$ cat src/rtl/core/drre_pkg.sv
// Package: shared constants, types and codes of the diagonal run ratio extractor.
`timescale 1ns / 1ps

package drre_pkg;

  localparam int MAX_DIM     = 2048;
  localparam int FRAC_BITS   = 8;
  localparam int PIX_W       = 8;
  localparam int POS_W       = 11;
  localparam int RUN_W       = 12;
  localparam int RATIO_W     = 21;
  localparam int MAG_W       = RATIO_W - 1;
  localparam int DIVD_W      = RUN_W + FRAC_BITS;
  localparam int STEP_W      = $clog2(DIVD_W + 1);
  localparam int Q_DEPTH     = 4;
  localparam int QPTR_W      = $clog2(Q_DEPTH);
  localparam int QCNT_W      = $clog2(Q_DEPTH + 1);
  localparam logic [RUN_W-1:0] RUN_MAX       = RUN_W'(MAX_DIM);
  localparam logic [PIX_W-1:0] THRESH_RESET  = PIX_W'(128);
  localparam logic [31:0]      RATIO_MAG_MAX = 32'((64'd1 << MAG_W) - 64'd1);

  // One class change waiting for its ratio.
  typedef struct packed {
    logic [RUN_W-1:0] earlier;
    logic [RUN_W-1:0] ended;
    logic             neg;
    logic [POS_W-1:0] col;
    logic [POS_W-1:0] row;
  } edge_evt_t;

  // Queue status seen by the divider side.
  typedef struct packed {
    logic      empty;
    edge_evt_t head;
  } q_status_t;

  typedef enum logic [1:0] {
    DIV_IDLE,
    DIV_RUN,
    DIV_FIX,
    DIV_DONE
  } div_state_t;

endpackage

$ cat src/rtl/core/drre_front.sv
// Front end: pixel classing, run tracking and class-change detection.
`timescale 1ns / 1ps

module drre_front import drre_pkg::*; (
  input  logic             clk,
  input  logic             rst,
  input  logic             cfg_we,
  input  logic [PIX_W-1:0] cfg_thresh,
  input  logic             accept,
  input  logic [PIX_W-1:0] gray_pixel,
  input  logic [POS_W-1:0] column,
  input  logic [POS_W-1:0] row,
  output logic             push,
  output edge_evt_t        evt
);

  logic [PIX_W-1:0] thresh;
  logic             dark_class;
  logic             have_earlier;
  logic [RUN_W-1:0] earlier_length;
  logic [RUN_W-1:0] running_length;

  logic             start;
  logic             cls;
  logic             cur_class;
  logic             hist;
  logic [RUN_W-1:0] run;
  logic             change;
  logic [RUN_W-1:0] run_base;
  logic             have_earlier_next;
  logic [RUN_W-1:0] earlier_length_next;
  logic [RUN_W-1:0] running_length_next;

  always_comb begin
    start     = (column == '0) || (row == '0);
    cls       = gray_pixel < thresh;
    cur_class = start ? cls : dark_class;
    hist      = start ? 1'b0 : have_earlier;
    run       = start ? '0 : running_length;
    change    = cls != cur_class;
    run_base  = change ? '0 : run;
    // Saturate the run count.
    running_length_next = (run_base < RUN_MAX) ? run_base + RUN_W'(1) : run_base;
    earlier_length_next = change ? run : earlier_length;
    have_earlier_next   = change | hist;
    push        = accept & change & hist;
    evt.earlier = earlier_length;
    evt.ended   = run;
    evt.neg     = cls;
    evt.col     = column;
    evt.row     = row;
  end

  always_ff @(posedge clk) begin
    if (rst) begin
      thresh         <= THRESH_RESET;
      dark_class     <= 1'b0;
      have_earlier   <= 1'b0;
      earlier_length <= '0;
      running_length <= '0;
    end else begin
      if (cfg_we) begin
        thresh <= cfg_thresh;
      end
      if (accept) begin
        dark_class     <= cls;
        have_earlier   <= have_earlier_next;
        earlier_length <= earlier_length_next;
        running_length <= running_length_next;
      end
    end
  end

endmodule

$ cat src/rtl/core/drre_queue.sv
// Short register queue of class-change events between front and divider.
`timescale 1ns / 1ps

module drre_queue import drre_pkg::*; (
  input  logic      clk,
  input  logic      rst,
  input  logic      push,
  input  edge_evt_t push_evt,
  input  logic      pop,
  output logic      full,
  output q_status_t status
);

  edge_evt_t         slots [Q_DEPTH];
  logic [QPTR_W-1:0] wr_ptr;
  logic [QPTR_W-1:0] rd_ptr;
  logic [QCNT_W-1:0] count;

  assign full         = count == QCNT_W'(Q_DEPTH);
  assign status.empty = count == '0;
  assign status.head  = slots[rd_ptr];

  always_ff @(posedge clk) begin
    if (push) begin
      slots[wr_ptr] <= push_evt;
    end
  end

  always_ff @(posedge clk) begin
    if (rst) begin
      wr_ptr <= '0;
      rd_ptr <= '0;
      count  <= '0;
    end else begin
      if (push) begin
        wr_ptr <= wr_ptr + QPTR_W'(1);
      end
      if (pop) begin
        rd_ptr <= rd_ptr + QPTR_W'(1);
      end
      if (push && !pop) begin
        count <= count + QCNT_W'(1);
      end else if (pop && !push) begin
        count <= count - QCNT_W'(1);
      end
    end
  end

endmodule

$ cat src/rtl/core/drre_div.sv
// Back end: bit-serial restoring divider and result output register.
`timescale 1ns / 1ps

module drre_div import drre_pkg::*; (
  input  logic                      clk,
  input  logic                      rst,
  input  q_status_t                 status,
  output logic                      pop,
  output logic                      out_valid,
  input  logic                      out_stall,
  output logic [RUN_W-1:0]          earlier_run,
  output logic [RUN_W-1:0]          ended_run,
  output logic signed [RATIO_W-1:0] signed_ratio,
  output logic [POS_W-1:0]          edge_column,
  output logic [POS_W-1:0]          edge_row
);

  div_state_t state;
  div_state_t state_next;

  logic [DIVD_W-1:0] quot;
  logic [RUN_W-1:0]  rem;
  logic [STEP_W-1:0] steps;
  logic              neg;

  logic [RUN_W:0]    trial_in;
  logic [RUN_W:0]    trial;
  logic              q_bit;
  logic [31:0]       q_ext;
  logic [MAG_W-1:0]  mag;

  always_comb begin
    trial_in = {rem, quot[DIVD_W-1]};
    trial    = trial_in - {1'b0, ended_run};
    q_bit    = trial_in >= {1'b0, ended_run};
    q_ext    = 32'(quot);
    mag      = (q_ext > RATIO_MAG_MAX) ? MAG_W'(RATIO_MAG_MAX) : q_ext[MAG_W-1:0];
  end

  always_comb begin
    state_next = state;
    pop        = 1'b0;
    out_valid  = 1'b0;
    case (state)
      DIV_IDLE: begin
        if (!status.empty) begin
          pop        = 1'b1;
          state_next = DIV_RUN;
        end
      end
      DIV_RUN: begin
        if (steps == STEP_W'(1)) begin
          state_next = DIV_FIX;
        end
      end
      DIV_FIX: begin
        state_next = DIV_DONE;
      end
      DIV_DONE: begin
        out_valid = 1'b1;
        if (!out_stall) begin
          state_next = DIV_IDLE;
        end
      end
      default: begin
        state_next = DIV_IDLE;
      end
    endcase
  end

  always_ff @(posedge clk) begin
    if (rst) begin
      state <= DIV_IDLE;
    end else begin
      state <= state_next;
    end
  end

  always_ff @(posedge clk) begin
    case (state)
      DIV_IDLE: begin
        earlier_run <= status.head.earlier;
        ended_run   <= status.head.ended;
        edge_column <= status.head.col;
        edge_row    <= status.head.row;
        neg         <= status.head.neg;
        quot        <= DIVD_W'(status.head.earlier) << FRAC_BITS;
        rem         <= '0;
        steps       <= STEP_W'(DIVD_W);
      end
      DIV_RUN: begin
        // Shift one dividend bit in, keep the quotient bit in its place.
        rem   <= q_bit ? trial[RUN_W-1:0] : trial_in[RUN_W-1:0];
        quot  <= {quot[DIVD_W-2:0], q_bit};
        steps <= steps - STEP_W'(1);
      end
      DIV_FIX: begin
        signed_ratio <= neg ? -$signed({1'b0, mag}) : $signed({1'b0, mag});
      end
      default: begin
      end
    endcase
  end

endmodule

$ cat src/rtl/core/diagonal_run_ratio_extractor_top.sv
// Top level of the diagonal run ratio extractor.
`timescale 1ns / 1ps

// Pixels arrive in diagonal scan order with their column and row; a pixel
// in column or row zero opens a new diagonal. The front end takes one pixel
// per cycle unless in_stall, classes it against dark_threshold, tracks run
// lengths, and pushes each class change (after the first on a diagonal)
// into a four-entry queue. The back end pops one event at a time and runs
// a one-bit-per-cycle restoring divider over the 20-bit dividend: load at
// pop, one divide step per dividend bit, sign fix, output. Pixels that
// cause no result flow at one per cycle unless in_stall, which rises only
// while the queue is full. A new event is popped only after the last
// result leaves. dark_threshold resets to 128 and is written through the
// cfg port, which is always ready; write it only while the block is idle.
module diagonal_run_ratio_extractor_top import drre_pkg::*; (
  input  logic                      clk,
  input  logic                      rst,
  // Configuration write channel.
  input  logic                      cfg_valid,
  output logic                      cfg_ready,
  input  logic [PIX_W-1:0]          dark_threshold,
  // Pixel input channel.
  input  logic                      in_valid,
  output logic                      in_stall,
  input  logic [PIX_W-1:0]          gray_pixel,
  input  logic [POS_W-1:0]          column,
  input  logic [POS_W-1:0]          row,
  // Result output channel.
  output logic                      out_valid,
  input  logic                      out_stall,
  output logic [RUN_W-1:0]          earlier_run,
  output logic [RUN_W-1:0]          ended_run,
  output logic signed [RATIO_W-1:0] signed_ratio,
  output logic [POS_W-1:0]          edge_column,
  output logic [POS_W-1:0]          edge_row
);

  logic      q_full;
  logic      accept;
  logic      push;
  logic      pop;
  edge_evt_t evt;
  q_status_t q_status;

  // Register writes are always accepted.
  assign cfg_ready = 1'b1;
  // Hold off pixels while the queue has no room for a possible event.
  assign in_stall  = q_full;
  assign accept    = in_valid & ~q_full;

  drre_front u_front (
    .clk        (clk),
    .rst        (rst),
    .cfg_we     (cfg_valid & cfg_ready),
    .cfg_thresh (dark_threshold),
    .accept     (accept),
    .gray_pixel (gray_pixel),
    .column     (column),
    .row        (row),
    .push       (push),
    .evt        (evt)
  );

  drre_queue u_queue (
    .clk      (clk),
    .rst      (rst),
    .push     (push),
    .push_evt (evt),
    .pop      (pop),
    .full     (q_full),
    .status   (q_status)
  );

  drre_div u_div (
    .clk          (clk),
    .rst          (rst),
    .status       (q_status),
    .pop          (pop),
    .out_valid    (out_valid),
    .out_stall    (out_stall),
    .earlier_run  (earlier_run),
    .ended_run    (ended_run),
    .signed_ratio (signed_ratio),
    .edge_column  (edge_column),
    .edge_row     (edge_row)
  );

endmodule
$ cat config.mk
export PLATFORM = sky130hd
export DESIGN_NAME = diagonal_run_ratio_extractor_top
export DESIGN_NICKNAME = d
export VERILOG_FILES = /design/src/rtl/core/drre_pkg.sv /design/src/rtl/core/drre_front.sv /design/src/rtl/core/drre_queue.sv /design/src/rtl/core/drre_div.sv /design/src/rtl/core/diagonal_run_ratio_extractor_top.sv
export SDC_FILE = /design/constraint.sdc
export NUM_CORES = 1
export LEC_CHECK = 0
export ABC_AREA = 1
export ABC_CLOCK_PERIOD_IN_PS = 5900
export BUFFER_PORTS_ARGS = -buffer_cell sky130_fd_sc_hd__buf_2
export CORE_ASPECT_RATIO = 1.5
export CORE_MARGIN = 2
export CORE_UTILIZATION = 50
export CTS_BUF_LIST = sky130_fd_sc_hd__clkbuf_16
export CTS_CLUSTER_SIZE = 8
export DETAILED_ROUTE_END_ITERATION = 12
export MAX_ROUTING_LAYER = met4
export PLACE_DENSITY = 0.75
export REMOVE_ABC_BUFFERS = 1
export SLEW_MARGIN = 20
export SYNTH_ARGS = -nofsm -noshare
export SYNTH_HDL_FRONTEND = slang
export SYNTH_SLANG_ARGS = --single-unit
$ cat constraint.sdc
create_clock -name clk -period 5.9 [get_ports clk]
set_input_delay 0.59 -clock clk [delete_from_list [all_inputs] [get_ports clk]]
set_output_delay 0.59 -clock clk [all_outputs]
set_load 0.005 [all_outputs]
==> results of run 1 <==
-- area by class of cell --
class	instances	area, um2
Timing Repair Buffer	124	703
Clock inverter	33	166
Sequential cell	338	9700
Inverter	112	420
Multi-Input combinational cell	683	3670
Clock buffer	48	1200
Tap cell	346	433
Fill cell	2159	11500
-- stage by stage --
step / cell area (um2) / total power [W]
final: 16300 / 0.00810
after floorplan: 13800 / 0.00494
after detailed placement: 14900 / 0.00573
after global routing: 16300 / 0.00855
after CTS: 16300 / 0.00815
after global placement: 14900 / 0.00565
-- power groups by stage --
stage	Sequential, W	Combinational, W	Clock, W
floorplan	0.00359	0.00135	0
global placement	0.00359	0.00206	0
detailed placement	0.00360	0.00213	0
CTS	0.00356	0.00215	0.00244
global route	0.00361	0.00241	0.00253
finish	0.00356	0.00214	0.00241
-- per-layer routing --
layer	share of wire (%)	wire, um	GRT usage (%)	up-vias
li1	-	-	-	4414
met1	38	10800	21.3	4456
met2	54	15100	35.6	262
met3	5.0	1420	3.30	70
met4	3.2	892	8.62	0
met5	0	0	-	-
-- path summary, 6_finish.rpt --
kind                           from  depth (start not counted)  slack [ns]             endpoint
hold reg to reg   u_queue.rd_ptr[1]                          2        0.47                 flop
hold / removal               row[7]                          1        0.26  u_queue.slots[3][7]
setup reg to reg  u_front.thresh[7]                         12        2.44  u_queue.slots[0][0]
setup / recovery  u_front.thresh[7]                         12        2.44  u_queue.slots[0][0]
-- Yosys cell counts, types with 3 or more instances --
| master | number |
|---|---|
| o21ai_0 | 159 |
| nand2_1 | 106 |
| xnor2_1 | 8 |
| a211oi_1 | 3 |
| nand3_2 | 3 |
| a21oi_1 | 57 |
| inv_1 | 110 |
| xor2_1 | 23 |
| clkbuf_1 | 39 |
| ha_1 | 32 |
| dfxtp_1 | 45 |
| nor3_1 | 10 |
| a31oi_1 | 4 |
| nand4_1 | 5 |
| nand3_1 | 21 |
| buf_4 | 3 |
| buf_2 | 3 |
| edfxtp_1 | 293 |
| o22ai_1 | 47 |
| nor2_1 | 173 |
-- placed cells by master (no fill, tap or decap), types with 10 or more instances in the layout --
cell type | netlist | layout
dfxtp_1 | 45 | 44
inv_1 | 110 | 138
ha_1 | 32 | 31
o22ai_1 | 47 | 47
a21oi_1 | 57 | 57
edfxtp_1 | 293 | 293
nand2_1 | 106 | 106
buf_2 | 3 | 111
nor3_1 | 10 | 10
xor2_1 | 23 | 23
nor2_1 | 173 | 169
nand3_1 | 21 | 21
o21ai_0 | 159 | 159
clkbuf_16 | 0 | 48
-- flip-flops by register name (all words and copies together) (netlist names), 8 cells and up, named ones only --
signal and flops:
u_div.rem 12, u_div.edge_row 11, u_front.running_length 12, u_div.edge_column 11
u_div.mag 20, u_queue.slots 188, u_front.earlier_length 12, u_div.signed_ratio 21
u_div.earlier_run 12, u_div.ended_run 12, u_front.thresh 8
-- cell families (layout without fill, tap and decap cells) --
group	after synthesis	in the layout	synth area share, %
flip-flops	338	338	69.3
other	1	1	0.0268
buffers and inverters	161	317	4.65
XOR/XNOR	31	31	1.94
AND/OR/NAND/NOR	334	334	10.0
AO/OA/AOI/OAI	283	283	10.9
adder cells (fa/ha/maj)	34	34	3.15
==> results.yml, run 1 <==
outcome:
  status: "complete, no violations"
critical_path:
  start_kind: "flop"
  path_max_fanout: 26
  cpMostUsedCell: "nand2_1"
  cp-end-kind: "flop"
  slowest_delay_ns: 0.81
  path_cells: "inv_1, ha_1, a21oi_1, o21a_1, nand2_2, nand2_1, nand3_4, nor2_1, buf_4, nand2_1, nor2_4, buf_12"
  arrival_ns: 3.70
  path_delay_family: "simple AND/OR/NAND/NOR gates"
  criticalPathCategory: "reg -> reg"
  cp.required_ns: 6.14
  crit_path_top_delay_cell: "nor2_4"
  cp_num_buf_inv: 3
sta:
  worst_hold_slack_ns: 0.264
  slew_viol_final: 0
  hold_violations: 0
  tns_ns: 0
  layout_setup_ws_ns: 2.44
  fmax_mhz: 289
  setup_violations: 0
  timing.final.crit_share_pct: 58.6
  relSlewSlack_pct: 36.6
  final_period_minus_worst_setup_slack_ns: 3.46
  max_slew.worst_pin.slew_ns: 0.951
  fin_worst_skew_ns: 0.0156
  grt_setup_unrepaired: "false"
power_and_ir_drop:
  cellPowerDensity_nw_per_um2: 497
  pwr-share-clk_pct: 29.8
  vdd_drop_max_mv: 0.255
  cellLeakagePower_nw: 6.37
  seq_power_share_pct: 43.9
  p_int_w: 0.00549
  switching_power_w: 0.00261
  comb_power_share_pct: 26.4
  swShare_pct: 32.2
clock_network:
  post_cts_buffers: 0
  cts_num_sinks: 338
  cts_root_buf: "clkbuf_16"
  ctsResizeCount: 0
  cts-hold-fix-buffers: 0
  tritoncts: "built"
  h-tree-depth: 2
  clockBufferDepth: 3
  numCtsBuffers: 48
  clk_pin_slew_worst_paths_ns: 0.05
  clock_latency_ns: 0.55
place:
  portBuffers: 111
  dp_cells: 1603
  gp_congestion: 0.867
  hpwl_um: 17800
  dp_slack_ns: 2.09
global_routing:
  grt_pass1_vias: 9104
  antenna_found_initial: 0
  grt_pass1_wl_um: 44500
  grtUsageTotal_pct: 19.7
  overflow: 0
  grt_max_degree: 59
synthesis:
  ys.flop_type: "edfxtp_1"
  synth-edff-count: 293
  yosys.area.top_type: "edfxtp_1"
  async_reset_ff_share_pct: 0
  synth.area.top_cells: "edfxtp_1 (63%), dfxtp_1 (6.4%), o21ai_0 (5.7%)"
  synthCells: 1182
  synth-seq-cells: 338
  yosys_warnings: 0
  yosysUniqueCellTypes: 46
  avgSynthCellArea_um2: 11.8
  synth.cell_area_um2: 14000
  yosysTopAreaCellShare_pct: 62.9
  yosysSeqAreaShare_pct: 69.3
floorplan:
  rows: 75
  pin_count: 113
  core_area_um2: 27800
  die_h_um: 209
  die_x_um: 141
  initial_core_util_pct: 50.4
  die_area_um2: 29400
final_layout:
  final_cell_count_no_fill: 1684
  fin_util_pct: 58.7
  drive_above_1_share_pct: 14.9
  num_antenna_cells: 0
  layout.nets: 1384
  area_growth_pct: 16.5
detailed_routing:
  drc: 0
  wl_um: 28100
  dr.first_iter.drc_count: 647
  drtAntennaViolNets: 0
  vias_per_cell: 5.46
  wl_per_cell_um: 16.7
  vias: 9202
  first_pass_iters: 5
run:
  maxCapViolations: 0
min_path:
  hold_path.class: "in -> reg"
(Power assumes the default switching activity.)
==> inputs of run 2 (changes only) <==
- ABC_CLOCK_PERIOD_IN_PS: 5900 -> 3100
- PLACE_DENSITY: 0.75 -> 0.78
- clock period: 5.9 -> 3.1 ns (I/O delays scaled with it)
==> results.yml, run 2 (synthesized netlist as in run 1, its figures left out) <==
outcome:
  status: "complete, no violations"
power_and_ir_drop:
  pwr-share-clk_pct: 29.9
  cellPowerDensity_nw_per_um2: 944
  swShare_pct: 32.1
  p_int_w: 0.0106
  seq_power_share_pct: 43.0
  switching_power_w: 0.00502
  cellLeakagePower_nw: 6.55
  comb_power_share_pct: 27.0
  vdd_drop_max_mv: 0.392
detailed_routing:
  drtAntennaViolNets: 0
  vias: 9346
  wl_per_cell_um: 17.1
  wl_um: 29400
  drc: 0
  dr.first_iter.drc_count: 686
  vias_per_cell: 5.43
  first_pass_iters: 6
critical_path:
  slowest_delay_ns: 0.38
  path_cells: "inv_1, ha_1, a21oi_1, o21a_1, nand2_2, nand2_1, nand3_4, nor2_1, nand2_1, inv_1, ha_1, inv_1, fa_1, a21oi_1, o21ai_0, o21ai_0, a21oi_1"
  critical_path.startpoint: "u_front.thresh[7]"
  cp_num_buf_inv: 3
  arrival_ns: 3.15
  path_delay_family: "adder cells"
  cp.required_ns: 3.52
  path_max_fanout: 5
  reg2reg_from: "u_front.thresh[7]"
  cp-end-kind: "flop"
  crit_path_top_delay_cell: "fa_1"
  start_kind: "flop"
  criticalPathCategory: "reg -> reg"
sta:
  slew_viol_final: 0
  timing.final.crit_share_pct: 88.2
  final_period_minus_worst_setup_slack_ns: 2.73
  fmax_mhz: 366
  grt_setup_unrepaired: "false"
  hold_violations: 0
  tns_ns: 0
  fin_worst_skew_ns: 0.0238
  relSlewSlack_pct: 35.8
  max_slew.worst_pin.slew_ns: 0.964
  setup_violations: 0
clock_network:
  post_cts_buffers: 0
  ctsResizeCount: 0
  tritoncts: "built"
  clockBufferDepth: 3
  numCtsBuffers: 48
  clk_pin_slew_worst_paths_ns: 0.05
  h-tree-depth: 2
  cts_num_sinks: 338
  cts_root_buf: "clkbuf_16"
  clock_latency_ns: 0.55
  cts-hold-fix-buffers: 18
final_layout:
  top_register: "u_queue.slots"
  num_antenna_cells: 0
  final_common_cell: "edfxtp_1"
  fillers: 2080
  layout.nets: 1416
  final_cell_count_no_fill: 1722
  largest_register_ff_count: 188
  layout_common_cells: "edfxtp_1 (293), nor2_1 (169), o21ai_0 (159)"
  postLayoutCellArea_um2: 16600
  drive_above_1_share_pct: 15.6
  area_growth_pct: 18.5
place:
  dp_cells: 1617
  gp_congestion: 0.910
  place_area_um2: 15000
  hpwl_um: 17800
  portBuffers: 111
floorplan:
  core_area_um2: 27800
  rows: 75
  die_x_um: 141
  die_area_um2: 29400
  die_h_um: 209
  initial_core_util_pct: 50.4
  pin_count: 113
global_routing:
  grt_pass1_vias: 9553
  grtUsageTotal_pct: 20.6
  antenna_found_initial: 0
  met1_usage_pct: 21.8
  grt_max_degree: 95
  grt_pass1_wl_um: 46300
  global_route.usage.met3_pct: 3.41
  overflow: 0
  grt.busiest_layer: "met2"
  grt_use_met2_pct: 37.2
run:
  maxCapViolations: 0
min_path:
  holdCritStartpoint: "column[0]"
  hold_path.class: "in -> reg"
run 2: cell type report:
cell class | instances | area [um2] | share of cell area, %
flip-flops and latches | 338 | 9700 | 58.5
multi-input cells | 683 | 3670 | 22.2
clock buffers | 50 | 1250 | 7.55
repair buffers | 156 | 938 | 5.66
well taps | 346 | 433 | 2.61
inverters | 112 | 420 | 2.54
clock inverters | 37 | 155 | 0.936
run 2: final timing paths:
check | to | slack, ns | depth (start not counted)
max reg2reg | u_queue.count[2] | 0.37 | 17
min | u_queue.slots[0][11] | 0.02 | 1
min reg2reg | u_front.thresh[2] | 0.46 | 2
max | u_queue.count[2] | 0.37 | 17
run 2: worst reg2reg max path: cells and delay by family (launching register included):
family          cells  cell delay [ns]
fa+ha+maj           3             0.80
flops               1             0.31
compound gates      6             0.79
buf+inv             3             0.18
simple gates        5             0.54
run 2: stage by stage:
step                      util [%]  hold slack, ns  worst slack (ns)  total power, W
final                         59.7          0.0245             0.367          0.0156
after global routing          59.7          0.0110            0.0278          0.0165
after global placement        53.9           0.452             0.377          0.0108
after detailed placement      53.9           0.455             0.301          0.0110
after floorplan                  -           0.379             -1.38         0.00941
after CTS                     59.7         0.00103             0.360          0.0157
run 2: per-layer routing:
| layer | up-vias | routed length (um) |
|---|---|---|
| met5 | - | 0 |
| met4 | 0 | 956 |
| met2 | 306 | 15800 |
| li1 | 4473 | - |
| met3 | 77 | 1570 |
| met1 | 4490 | 11100 |
run 2: power groups by stage:
stage | logic, W | registers (W) | clock network, W
3_3_place_gp | 0.00403 | 0.00678 | 0
2_1_floorplan | 0.00258 | 0.00683 | 0
4_1_cts | 0.00423 | 0.00673 | 0.00474
6_report | 0.00423 | 0.00673 | 0.00468
5_1_grt | 0.00474 | 0.00682 | 0.00493
3_5_place_dp | 0.00416 | 0.00680 | 0
